$ cat src/hdl/latency_bandwidth_link_queue_top_assert.svh
// Assertion macros shared by the link queue modules.
`ifndef LATENCY_BANDWIDTH_LINK_QUEUE_TOP_ASSERT_SVH
`define LATENCY_BANDWIDTH_LINK_QUEUE_TOP_ASSERT_SVH

// Immediate implication checked every cycle outside reset.
`define LBLQ_ASSERT_IMPL(label, clk, rst, cond, prop, msg) \
   label: assert property (@(posedge clk) disable iff (rst) (cond) |-> (prop)) \
      else $error(msg);

// Next-cycle implication checked outside reset.
`define LBLQ_ASSERT_NEXT(label, clk, rst, cond, prop, msg) \
   label: assert property (@(posedge clk) disable iff (rst) (cond) |=> (prop)) \
      else $error(msg);

`endif

$ cat src/hdl/lblq_pkg.sv
package lblq_pkg;

   localparam int PendDepth = 16;
   localparam int WaitDepth = 8;
   localparam int PendIdxW  = (PendDepth > 1) ? $clog2(PendDepth) : 1;
   localparam int PendCntW  = $clog2(PendDepth + 1);
   localparam int WaitIdxW  = (WaitDepth > 1) ? $clog2(WaitDepth) : 1;
   localparam int WaitCntW  = $clog2(WaitDepth + 1);
   localparam int TimeW     = 48;
   localparam int SizeW     = 13;
   localparam int TagW      = 8;
   localparam int QDepth    = 2;

   typedef enum logic [1:0] {
      ACT_REQ   = 2'd0,
      ACT_TICK  = 2'd1,
      ACT_GRANT = 2'd2,
      ACT_NONE  = 2'd3
   } action_type;

   typedef enum logic [2:0] {
      KIND_ACCEPT  = 3'd0,
      KIND_DENY    = 3'd1,
      KIND_FORWARD = 3'd2,
      KIND_LATE    = 3'd3,
      KIND_DROP    = 3'd4
   } kind_type;

   localparam logic [1:0] CSR_LATENCY = 2'd0;
   localparam logic [1:0] CSR_WIDTH   = 2'd1;
   localparam logic [1:0] CSR_LIMIT   = 2'd2;

   // One classified command handed from the front end to the back end.
   typedef struct packed {
      action_type       action;
      logic [TagW-1:0]  tag;
      logic [SizeW-1:0] size;
      logic             ds_ready;
   } cmd_type;

endpackage

$ cat src/hdl/lblq_front.sv
module lblq_front (
   input  logic             clock,
   input  logic             reset,
   input  logic             req_valid,
   output logic             req_ready,
   input  logic [1:0]       req_action,
   input  logic [7:0]       req_req_tag,
   input  logic [12:0]      req_req_size,
   input  logic             req_downstream_ready,
   output logic             cmd_valid,
   input  logic             cmd_ready,
   output lblq_pkg::cmd_type cmd_data
);
   import lblq_pkg::*;

   cmd_type              q_ff [QDepth];
   logic [0:0]           rd_ff, rd_in, wr_ff, wr_in;
   logic [1:0]           cnt_ff, cnt_in;
   cmd_type              new_cmd;
   logic                 push, pop;

   assign req_ready = (cnt_ff != 2'(QDepth));
   assign push      = req_valid && req_ready;
   assign cmd_valid = (cnt_ff != 2'd0);
   assign pop       = cmd_valid && cmd_ready;
   assign cmd_data  = q_ff[rd_ff];

   always_comb begin
      new_cmd.action   = action_type'(req_action);
      new_cmd.tag      = req_req_tag;
      new_cmd.size     = req_req_size;
      new_cmd.ds_ready = req_downstream_ready;
      rd_in  = pop  ? rd_ff + 1'b1 : rd_ff;
      wr_in  = push ? wr_ff + 1'b1 : wr_ff;
      cnt_in = cnt_ff + 2'(push) - 2'(pop);
   end

   always_ff @(posedge clock) begin
      if (reset) begin
         rd_ff  <= '0;
         wr_ff  <= '0;
         cnt_ff <= '0;
      end else begin
         rd_ff  <= rd_in;
         wr_ff  <= wr_in;
         cnt_ff <= cnt_in;
      end
      if (push) begin
         q_ff[wr_ff] <= new_cmd;
      end
   end

   `include "latency_bandwidth_link_queue_top_assert.svh"
   `LBLQ_ASSERT_IMPL(a_cnt_range, clock, reset, 1'b1, cnt_ff <= 2'(QDepth), "queue overcount")
   `LBLQ_ASSERT_NEXT(a_push_only, clock, reset, push && !pop, cnt_ff == $past(cnt_ff) + 2'd1, "push lost")
   `LBLQ_ASSERT_NEXT(a_pop_only, clock, reset, pop && !push, cnt_ff == $past(cnt_ff) - 2'd1, "pop lost")

endmodule

$ cat src/hdl/lblq_back.sv
module lblq_back (
   input  logic              clock,
   input  logic              reset,
   input  logic              cmd_valid,
   output logic              cmd_ready,
   input  lblq_pkg::cmd_type cmd_data,
   input  logic [9:0]        cfg_latency,
   input  logic [8:0]        cfg_width,
   input  logic [15:0]       cfg_limit,
   output logic              rsp_valid,
   input  logic              rsp_ready,
   output logic [2:0]        rsp_kind,
   output logic [7:0]        rsp_out_tag,
   output logic [12:0]       rsp_out_size,
   output logic              rsp_stalled_now,
   output logic              rsp_last
);
   import lblq_pkg::*;

   typedef enum logic [5:0] {
      ST_IDLE  = 6'b000001,
      ST_HEAD  = 6'b000010,
      ST_GRANT = 6'b000100,
      ST_FWD   = 6'b001000,
      ST_DIV   = 6'b010000,
      ST_EMIT  = 6'b100000
   } state_type;

   state_type state_ff, state_in;

   // Pending storage: tag, size and ready time.
   logic [TagW-1:0]  ptag_ff  [PendDepth];
   logic [SizeW-1:0] psize_ff [PendDepth];
   logic [TimeW-1:0] pready_ff[PendDepth];
   logic [PendIdxW-1:0] phead_ff, phead_in;
   logic [PendCntW-1:0] pcnt_ff, pcnt_in;
   logic [TagW-1:0]  wtag_ff  [WaitDepth];
   logic [SizeW-1:0] wsize_ff [WaitDepth];
   logic [WaitIdxW-1:0] whead_ff, whead_in;
   logic [WaitCntW-1:0] wcnt_ff, wcnt_in;
   logic [16:0]      pbytes_ff, pbytes_in;
   logic [TimeW-1:0] now_ff, now_in, nsend_ff, nsend_in;
   logic             stall_ff, stall_in;
   logic [SizeW-1:0] ssize_ff, ssize_in;

   // Head snapshot and divider.
   logic [TagW-1:0]  htag_ff, htag_in;
   logic [SizeW-1:0] hsize_ff, hsize_in;
   logic             hrdy_ff, hrdy_in;
   logic [SizeW:0]   dq_ff, dq_in;
   logic [SizeW+9:0] drem_ff, drem_in;
   logic [3:0]       dcnt_ff, dcnt_in;
   logic [1:0]       ctxt_ff, ctxt_in;

   // Output register.
   logic             ov_ff, ov_in;
   logic [2:0]       ok_ff, ok_in;
   logic [TagW-1:0]  ot_ff, ot_in;
   logic [SizeW-1:0] os_ff, os_in;
   logic             ost_ff, ost_in, ol_ff, ol_in;

   logic [PendIdxW-1:0] ptail;
   logic [WaitIdxW-1:0] wtail;
   logic                pfull, wfull, fit_req, fit_wait, can_emit;
   logic                pwr, wwr;
   logic [TagW-1:0]     pwr_tag;
   logic [SizeW-1:0]    pwr_size;
   logic [TimeW-1:0]    when, hready, dsum;
   logic [SizeW+9:0]    dshift;

   function automatic logic fits(input logic [16:0] pb, input logic [15:0] lim,
                                 input logic full, input logic [SizeW-1:0] sz);
      logic [17:0] s;
      s = 18'(pb) + 18'(sz);
      return !full && ((pb == 17'd0) || (lim == 16'd0) || (s <= 18'(lim)));
   endfunction

   always_comb begin
      // Both store depths are powers of two, so the indexes wrap on their own.
      ptail    = phead_ff + PendIdxW'(pcnt_ff);
      wtail    = whead_ff + WaitIdxW'(wcnt_ff);
      pfull    = (pcnt_ff == PendCntW'(PendDepth));
      wfull    = (wcnt_ff == WaitCntW'(WaitDepth));
      fit_req  = fits(pbytes_ff, cfg_limit, pfull, cmd_data.size);
      fit_wait = fits(pbytes_ff, cfg_limit, pfull, wsize_ff[whead_ff]);
      hready   = pready_ff[phead_ff];
      when     = (hready > nsend_ff) ? hready : nsend_ff;
      can_emit = !ov_ff || rsp_ready;
      dshift   = {1'b0, cfg_width, 13'd0} >> dcnt_ff;
      dsum     = now_ff + TimeW'(dq_ff);
   end

   always_comb begin
      state_in = state_ff;
      phead_in = phead_ff; pcnt_in = pcnt_ff;
      whead_in = whead_ff; wcnt_in = wcnt_ff;
      pbytes_in = pbytes_ff; now_in = now_ff; nsend_in = nsend_ff;
      stall_in = stall_ff; ssize_in = ssize_ff;
      htag_in = htag_ff; hsize_in = hsize_ff; hrdy_in = hrdy_ff;
      dq_in = dq_ff; drem_in = drem_ff; dcnt_in = dcnt_ff; ctxt_in = ctxt_ff;
      ov_in = ov_ff && !rsp_ready;
      ok_in = ok_ff; ot_in = ot_ff; os_in = os_ff; ost_in = ost_ff; ol_in = ol_ff;
      cmd_ready = 1'b0;
      pwr = 1'b0; pwr_tag = cmd_data.tag; pwr_size = cmd_data.size;
      wwr = 1'b0;
      case (state_ff)
         ST_IDLE: begin
            if (cmd_valid && can_emit) begin
               cmd_ready = 1'b1;
               case (cmd_data.action)
                  ACT_REQ: begin
                     ov_in = 1'b1; ot_in = cmd_data.tag; os_in = cmd_data.size;
                     ost_in = 1'b0; ol_in = 1'b1;
                     if (wcnt_ff == '0 && fit_req) begin
                        pwr = 1'b1; ok_in = KIND_ACCEPT;
                     end else if (!wfull) begin
                        wwr = 1'b1; ok_in = KIND_DENY;
                     end else begin
                        ok_in = KIND_DROP;
                     end
                  end
                  ACT_TICK: begin
                     now_in = now_ff + TimeW'(1);
                     hrdy_in = cmd_data.ds_ready;
                     if (!stall_ff && pcnt_ff != '0) begin
                        state_in = ST_HEAD;
                     end
                  end
                  ACT_GRANT: begin
                     if (stall_ff) begin
                        stall_in = 1'b0; ctxt_in = 2'd1;
                        dq_in = '0; dcnt_in = '0;
                        drem_in = (SizeW+10)'(ssize_ff) + (SizeW+10)'(cfg_width)
                                  - (SizeW+10)'(cfg_width != 9'd0);
                        state_in = ST_DIV;
                     end
                  end
                  default: ;
               endcase
            end
         end
         ST_HEAD: begin
            if (now_ff >= when) begin
               htag_in = ptag_ff[phead_ff]; hsize_in = psize_ff[phead_ff];
               phead_in = phead_ff + PendIdxW'(1);
               pcnt_in = pcnt_ff - PendCntW'(1);
               pbytes_in = pbytes_ff - 17'(psize_ff[phead_ff]);
               state_in = ST_GRANT;
            end else begin
               state_in = ST_IDLE;
            end
         end
         ST_GRANT: begin
            if (wcnt_ff != '0 && fit_wait) begin
               if (can_emit) begin
                  pwr = 1'b1; pwr_tag = wtag_ff[whead_ff]; pwr_size = wsize_ff[whead_ff];
                  whead_in = whead_ff + WaitIdxW'(1);
                  wcnt_in = wcnt_ff - WaitCntW'(1);
                  ov_in = 1'b1; ok_in = KIND_LATE; ot_in = wtag_ff[whead_ff];
                  os_in = wsize_ff[whead_ff]; ost_in = 1'b0; ol_in = 1'b0;
               end
            end else begin
               if (hrdy_ff) begin
                  ctxt_in = 2'd2; dq_in = '0; dcnt_in = '0;
                  drem_in = (SizeW+10)'(hsize_ff) + (SizeW+10)'(cfg_width)
                            - (SizeW+10)'(cfg_width != 9'd0);
                  state_in = ST_DIV;
               end else begin
                  stall_in = 1'b1; ssize_in = hsize_ff;
                  state_in = ST_EMIT;
               end
            end
         end
         ST_DIV: begin
            // Restoring division, one quotient bit per cycle, MSB first; a zero width gives a quotient of one.
            if (cfg_width == 9'd0) begin
               dq_in = (SizeW+1)'(1);
               dcnt_in = 4'(SizeW + 1);
            end else begin
               if (drem_ff >= dshift) begin
                  drem_in = drem_ff - dshift;
                  dq_in = dq_ff | ((SizeW+1)'(1) << (4'(SizeW) - dcnt_ff));
               end
               dcnt_in = dcnt_ff + 4'd1;
            end
            if (dcnt_ff == 4'(SizeW) || cfg_width == 9'd0) begin
               state_in = ST_EMIT;
               if (cfg_width != 9'd0) begin
                  dq_in = (dq_in == '0) ? (SizeW+1)'(1) : dq_in;
               end
            end
         end
         ST_EMIT: begin
            if (ctxt_ff == 2'd1) begin
               nsend_in = dsum;
               ctxt_in = 2'd0;
               state_in = ST_IDLE;
            end else if (can_emit) begin
               if (hrdy_ff) nsend_in = dsum;
               ov_in = 1'b1; ok_in = KIND_FORWARD; ot_in = htag_ff; os_in = hsize_ff;
               ost_in = !hrdy_ff; ol_in = 1'b1;
               ctxt_in = 2'd0;
               state_in = ST_IDLE;
            end
         end
         default: state_in = ST_IDLE;
      endcase
      if (pwr) begin
         pcnt_in = pcnt_in + PendCntW'(1);
         pbytes_in = pbytes_in + 17'(pwr_size);
      end
      if (wwr) wcnt_in = wcnt_ff + WaitCntW'(1);
   end

   always_ff @(posedge clock) begin
      if (reset) begin
         state_ff <= ST_IDLE;
         phead_ff <= '0; pcnt_ff <= '0; whead_ff <= '0; wcnt_ff <= '0;
         pbytes_ff <= '0; now_ff <= '0; nsend_ff <= '0;
         stall_ff <= 1'b0; ssize_ff <= '0; ov_ff <= 1'b0; ctxt_ff <= '0;
      end else begin
         state_ff <= state_in;
         phead_ff <= phead_in; pcnt_ff <= pcnt_in;
         whead_ff <= whead_in; wcnt_ff <= wcnt_in;
         pbytes_ff <= pbytes_in; now_ff <= now_in; nsend_ff <= nsend_in;
         stall_ff <= stall_in; ssize_ff <= ssize_in; ov_ff <= ov_in; ctxt_ff <= ctxt_in;
      end
      htag_ff <= htag_in; hsize_ff <= hsize_in; hrdy_ff <= hrdy_in;
      dq_ff <= dq_in; drem_ff <= drem_in; dcnt_ff <= dcnt_in;
      ok_ff <= ok_in; ot_ff <= ot_in; os_ff <= os_in; ost_ff <= ost_in; ol_ff <= ol_in;
      if (pwr) begin
         ptag_ff[ptail] <= pwr_tag;
         psize_ff[ptail] <= pwr_size;
         pready_ff[ptail] <= now_ff + TimeW'(cfg_latency);
      end
      if (wwr) begin
         wtag_ff[wtail] <= cmd_data.tag;
         wsize_ff[wtail] <= cmd_data.size;
      end
   end

   assign rsp_valid       = ov_ff;
   assign rsp_kind        = ok_ff;
   assign rsp_out_tag     = ot_ff;
   assign rsp_out_size    = os_ff;
   assign rsp_stalled_now = ost_ff;
   assign rsp_last        = ol_ff;

   `include "latency_bandwidth_link_queue_top_assert.svh"
   `LBLQ_ASSERT_IMPL(a_pcnt, clock, reset, 1'b1, pcnt_ff <= PendCntW'(PendDepth), "pending overflow")
   `LBLQ_ASSERT_IMPL(a_wcnt, clock, reset, 1'b1, wcnt_ff <= WaitCntW'(WaitDepth), "waiting overflow")
   `LBLQ_ASSERT_NEXT(a_hold, clock, reset, ov_ff && !rsp_ready, ov_ff && $stable(ot_ff), "result lost")
   `LBLQ_ASSERT_IMPL(a_stall_nofwd, clock, reset, stall_ff, state_ff != ST_HEAD, "forward while stalled")

endmodule

$ cat src/hdl/latency_bandwidth_link_queue_top.sv
// Link queue with fixed latency and bandwidth limit.
// Input channel (req_): each transfer carries one action: a request arrival
// (tag and byte size), one clock tick of link time, a downstream grant or no action.
// Result channel (rsp_): accept, deny, drop, late grant and forward records;
// rsp_last marks the final record caused by one input transfer.
// Configuration channel (csr_): index 0 latency, 1 bytes per tick, 2 pending
// byte limit; write only while the block is idle.
// A two-entry command queue separates the front end from the back end.
// A request yields its record through the command queue and the result register.
// A tick that forwards takes the back end through the head, grant, divider and
// emit states, staying in the grant state while late grants go out; the divider
// computes the transfer duration and is skipped for a refused forward.
// A downstream grant while stalled runs the divider and the emit state.
// The back end handles one command at a time.
// Reset empties both request stores, clears the link time, stall state and
// configuration registers, and drops any undelivered result.
// When the receiver stalls, the result register holds its transfer and the
// back end waits; the command queue then fills and req_ready falls.
module latency_bandwidth_link_queue_top (
   input  logic        clock,
   input  logic        reset,
   input  logic        req_valid,
   output logic        req_ready,
   input  logic [1:0]  req_action,
   input  logic [7:0]  req_req_tag,
   input  logic [12:0] req_req_size,
   input  logic        req_downstream_ready,
   output logic        rsp_valid,
   input  logic        rsp_ready,
   output logic [2:0]  rsp_kind,
   output logic [7:0]  rsp_out_tag,
   output logic [12:0] rsp_out_size,
   output logic        rsp_stalled_now,
   output logic        rsp_last,
   input  logic        csr_valid,
   output logic        csr_ready,
   input  logic [1:0]  csr_index,
   input  logic [15:0] csr_data
);
   import lblq_pkg::*;

   logic [9:0]  lat_ff;
   logic [8:0]  wid_ff;
   logic [15:0] lim_ff;
   logic        cmd_valid, cmd_ready;
   cmd_type     cmd_data;

   // Configuration writes are always taken.
   assign csr_ready = 1'b1;

   always_ff @(posedge clock) begin
      if (reset) begin
         lat_ff <= '0;
         wid_ff <= '0;
         lim_ff <= '0;
      end else if (csr_valid) begin
         case (csr_index)
            CSR_LATENCY: lat_ff <= csr_data[9:0];
            CSR_WIDTH:   wid_ff <= csr_data[8:0];
            CSR_LIMIT:   lim_ff <= csr_data;
            default: ;
         endcase
      end
   end

   lblq_front u_front (
      .clock, .reset, .req_valid, .req_ready, .req_action, .req_req_tag,
      .req_req_size, .req_downstream_ready, .cmd_valid, .cmd_ready, .cmd_data
   );

   lblq_back u_back (
      .clock, .reset, .cmd_valid, .cmd_ready, .cmd_data,
      .cfg_latency(lat_ff), .cfg_width(wid_ff), .cfg_limit(lim_ff),
      .rsp_valid, .rsp_ready, .rsp_kind, .rsp_out_tag, .rsp_out_size,
      .rsp_stalled_now, .rsp_last
   );

endmodule
$ cat config.mk
export PLATFORM = sky130hd
export DESIGN_NAME = latency_bandwidth_link_queue_top
export DESIGN_NICKNAME = d
export VERILOG_FILES = /design/src/hdl/lblq_pkg.sv /design/src/hdl/lblq_front.sv /design/src/hdl/lblq_back.sv /design/src/hdl/latency_bandwidth_link_queue_top.sv
export VERILOG_INCLUDE_DIRS = /design/src /design/src/hdl
export SDC_FILE = /design/constraint.sdc
export NUM_CORES = 2
export LEC_CHECK = 0
export BUFFER_PORTS_ARGS = -buffer_cell sky130_fd_sc_hd__buf_4
export CAP_MARGIN = 10
export CORE_ASPECT_RATIO = 1.75
export CORE_UTILIZATION = 40
export CTS_CLUSTER_SIZE = 14
export DETAILED_ROUTE_END_ITERATION = 16
export MAX_ROUTING_LAYER = met4
export PLACE_DENSITY = 0.68
export SLEW_MARGIN = 20
export SYNTH_ARGS = -nofsm -noshare
export SYNTH_HDL_FRONTEND = slang
export SYNTH_SLANG_ARGS = --single-unit
export TNS_END_PERCENT = 30
$ cat constraint.sdc
create_clock -name clock -period 9.75 [get_ports clock]
set_input_delay 1.95 -clock clock [delete_from_list [all_inputs] [get_ports clock]]
set_output_delay 1.95 -clock clock [all_outputs]
set_load 0.03 [all_outputs]
==> flow_metrics.tcl <==
set metrics [dict create \
    postRouteWirelength_um 189000 \
    portBuffers 74 \
    slew_violations 0 \
    fin_skew_ns 0.0494 \
    drive_gt1_frac 0.186 \
    synth-async-reset-ratio 0 \
    drt-vias-per-instance 5.72 \
    critPathArrivalTime_ns 9.86 \
    ys.flop_type "edfxtp_1" \
    cpMaxStageDelayCell "mux4_2" \
    drt_iter0_drc 3364 \
    setup_tns_ns 0 \
    multi_input_area_mm2 0.0251 \
    cts_made_buffers 149 \
    synth_area_mm2 0.0722 \
    reg2reg_depth 39 \
    max_stage_delay_ns 0.51 \
    cp-endpoint "u_back.pbytes_ff[15]" \
    critPathBufInv 6 \
    hold_viol 0 \
    dieHeight_um 564 \
    status "finished, final reports clean" \
    utilization 0.454 \
    area_growth_pct 12.8 \
    fin_nets 5176 \
    dieArea_mm2 0.182 \
    relSlewSlack 0.299 \
    synth_top_cell_area_share 0.586 \
    synthCells 4703 \
    critical_path_required_ns 10.44 \
    maxCapViolCount 0 \
    cts_tree "yes" \
    ir_worst_vdd_mv 0.187 \
    grt_pass1_wl_um 279000 \
    grt_pass1_vias 43411 \
    fill_cells 15438 \
    synth_area_leader_cell "edfxtp_1" \
    max_freq_mhz 109 \
    finalWeightedCongestion 0.933 \
    overflow 0 \
    cts_max_level 4 \
    hold_path_class "reg -> reg" \
    cp_max_fo 17 \
    tightest_slew_ns 1.04 \
    antenna_left 0 \
    start_util 0.402 \
    clock-sinks 1607 \
    leakagePower_uw 0.0278 \
    crit_family "compound AO/OA/AOI/OAI gates" \
    die_w_um 323 \
    cts_buffer_depth 4 \
    critPathKind "reg -> reg" \
    grt_antenna_before_repair 5 \
    core_area_mm2 0.180 \
    yosys_warnings 0 \
    syn-num-nets 5021 \
    ys_top_cells_by_area "edfxtp_1 59%, mux4_2 11%, dfxtp_1 5.5%, ha_1 4.5%, mux2i_1 2.1%" \
    ys_seq_elements 1607 \
    power_density_mw_per_mm2 208 \
    rrSetupSlack_ns 0.58 \
    clkTransAtPathRegs_ns 0.07 \
    final_common_cell "edfxtp_1" \
    clk_latency_ns 0.80 \
    ys_types 75 \
    grt.total_usage 0.213 \
    dp_hpwl_um 123000 \
    rows 206 \
    yosysSeqAreaShare 0.641 \
    cts_root_buf "clkbuf_16" \
    wl_per_cell_um 25.7 \
    dr.pass1.iters 6 \
    fin_crit_ns 9.17 \
    seqCellArea_mm2 0.0463 \
    reg2reg_to "u_back.pbytes_ff[15]" \
    crit_path_start_kind "flop" \
    grt_max_degree 82 \
    worstSetupPathDepth 39 \
    layout_common_cells "1409 x edfxtp_1, 363 x mux4_2, 281 x nand2_1" \
    ctsHoldBuffers 0 \
    end_kind "flop" \
    io_pins 76 \
    avgSynthCellArea_um2 15.4 \
    via_count 42032 \
    synth-edff-count 1409 \
    setup-violations-final 0 \
    min_period_over_period 0.941 \
    drc_errors 0 \
]
Yosys cell counts, drive strengths merged, types with 119 or more instances:
master,count
mux4,363
nor2,297
o21ai,188
ha,260
dfxtp,198
xnor2,119
clkbuf,176
nand2,281
inv,162
a21oi,206
edfxtp,1409
mux2i,153
report_power, final:
part | switching [uW] | internal, uW
clock | 2490 | 3060
sequential | 203 | 7980
combinational | 2000 | 1190
total | 4690 | 12200
logic make-up (layout without fill, tap and decap cells):
logic type / count (synthesis) / after routing / share of synthesized area
compound gates: 680 / 680 / 0.0587
simple gates: 962 / 962 / 0.0622
other cells: 1 / 3 / 0.0000519
fa+ha+maj: 271 / 271 / 0.0481
buf+inv: 385 / 636 / 0.0202
mux: 568 / 568 / 0.142
flops: 1607 / 1607 / 0.641
xor+xnor: 229 / 229 / 0.0278
how the worst min path moves through the flow:
| stage | start | endpoint | slack (ns) | depth (start not counted) |
|---|---|---|---|---|
| floorplan | u_back.nsend_ff[6] | u_back.nsend_ff[6] | 0.44 | 2 |
| global placement | u_back.nsend_ff[14] | u_back.nsend_ff[14] | 0.46 | 2 |
| detailed placement | u_back.nsend_ff[14] | u_back.nsend_ff[14] | 0.46 | 2 |
| CTS | u_back.nsend_ff[14] | u_back.nsend_ff[14] | 0.47 | 2 |
| global route | lim_ff[2] | lim_ff[2] | 0.51 | 2 |
| finish | u_back.nsend_ff[14] | u_back.nsend_ff[14] | 0.47 | 2 |
layer usage:
layer,wire (um),vias up,GRT usage
met1,67100,21587,0.226
met5,0,-,-
met2,103000,1419,0.389
met4,11200,0,0.110
met3,7770,500,0.0186
li1,-,18526,-
what timing repair did:
| item | CTS | global route |
|---|---|---|
| pin swaps | 0 | 1 |
| endpoints found under the setup margin | 4 | 7 |
| setup buffers | 0 | 10 |
| cloned | 0 | 3 |
| gates resized for setup | 2 | 18 |
| endpoints found under the hold margin | 0 | 0 |
cell type report:
type / instances / share of cell area
sequential: 1607 / 0.568
multi-input combinational: 2711 / 0.307
clock buffer: 223 / 0.0516
tap: 2392 / 0.0367
timing repair buffer: 225 / 0.0258
inverter: 164 / 0.00755
clock inverter: 24 / 0.00287
antenna: 2 / 0.0000614
worst reg2reg max path, delay by kind of cell (launching register included):
family                   cells  cell delay [ns]
buffers and inverters        6             1.02
AO/OA/AOI/OAI               18             3.48
multiplexers                 4             1.60
AND/OR/NAND/NOR              8             1.61
adder cells (fa/ha/maj)      3             0.86
flip-flops                   1             0.48
flip-flops by register name (all words and copies together) (netlist names), 10 cells and up, named ones only:
signal,cells
u_back.wsize_ff,104
u_back.wtag_ff,64
u_back.nsend_ff,48
u_back.rsp_out_size,13
lim_ff,16
u_back.now_ff,48
u_back.pready_ff,768
u_back.hsize_ff,13
u_back.psize_ff,208
u_back.pbytes_ff,17
u_back.drem_ff,23
u_back.ptag_ff,128
u_back.ssize_ff,13
lat_ff,10
u_front.q_ff,48
u_back.dq_ff,14
stage by stage:
stage | worst slack, ns | instance area, um^2 | total power (uW) | instances | hold slack [ns]
after global placement | 0.0794 | 76500 | 11400 | 7086 | 0.461
after CTS | 0.0644 | 81000 | 17000 | 7333 | 0.470
after global routing | -0.00853 | 81500 | 17600 | 7348 | 0.506
final | 0.580 | 81500 | 16900 | 7348 | 0.467
after detailed placement | -0.0911 | 76600 | 11500 | 7086 | 0.461
after floorplan | 0.520 | 72200 | 10400 | 4703 | 0.444
Note: power is estimated with default switching activity, not from simulation.
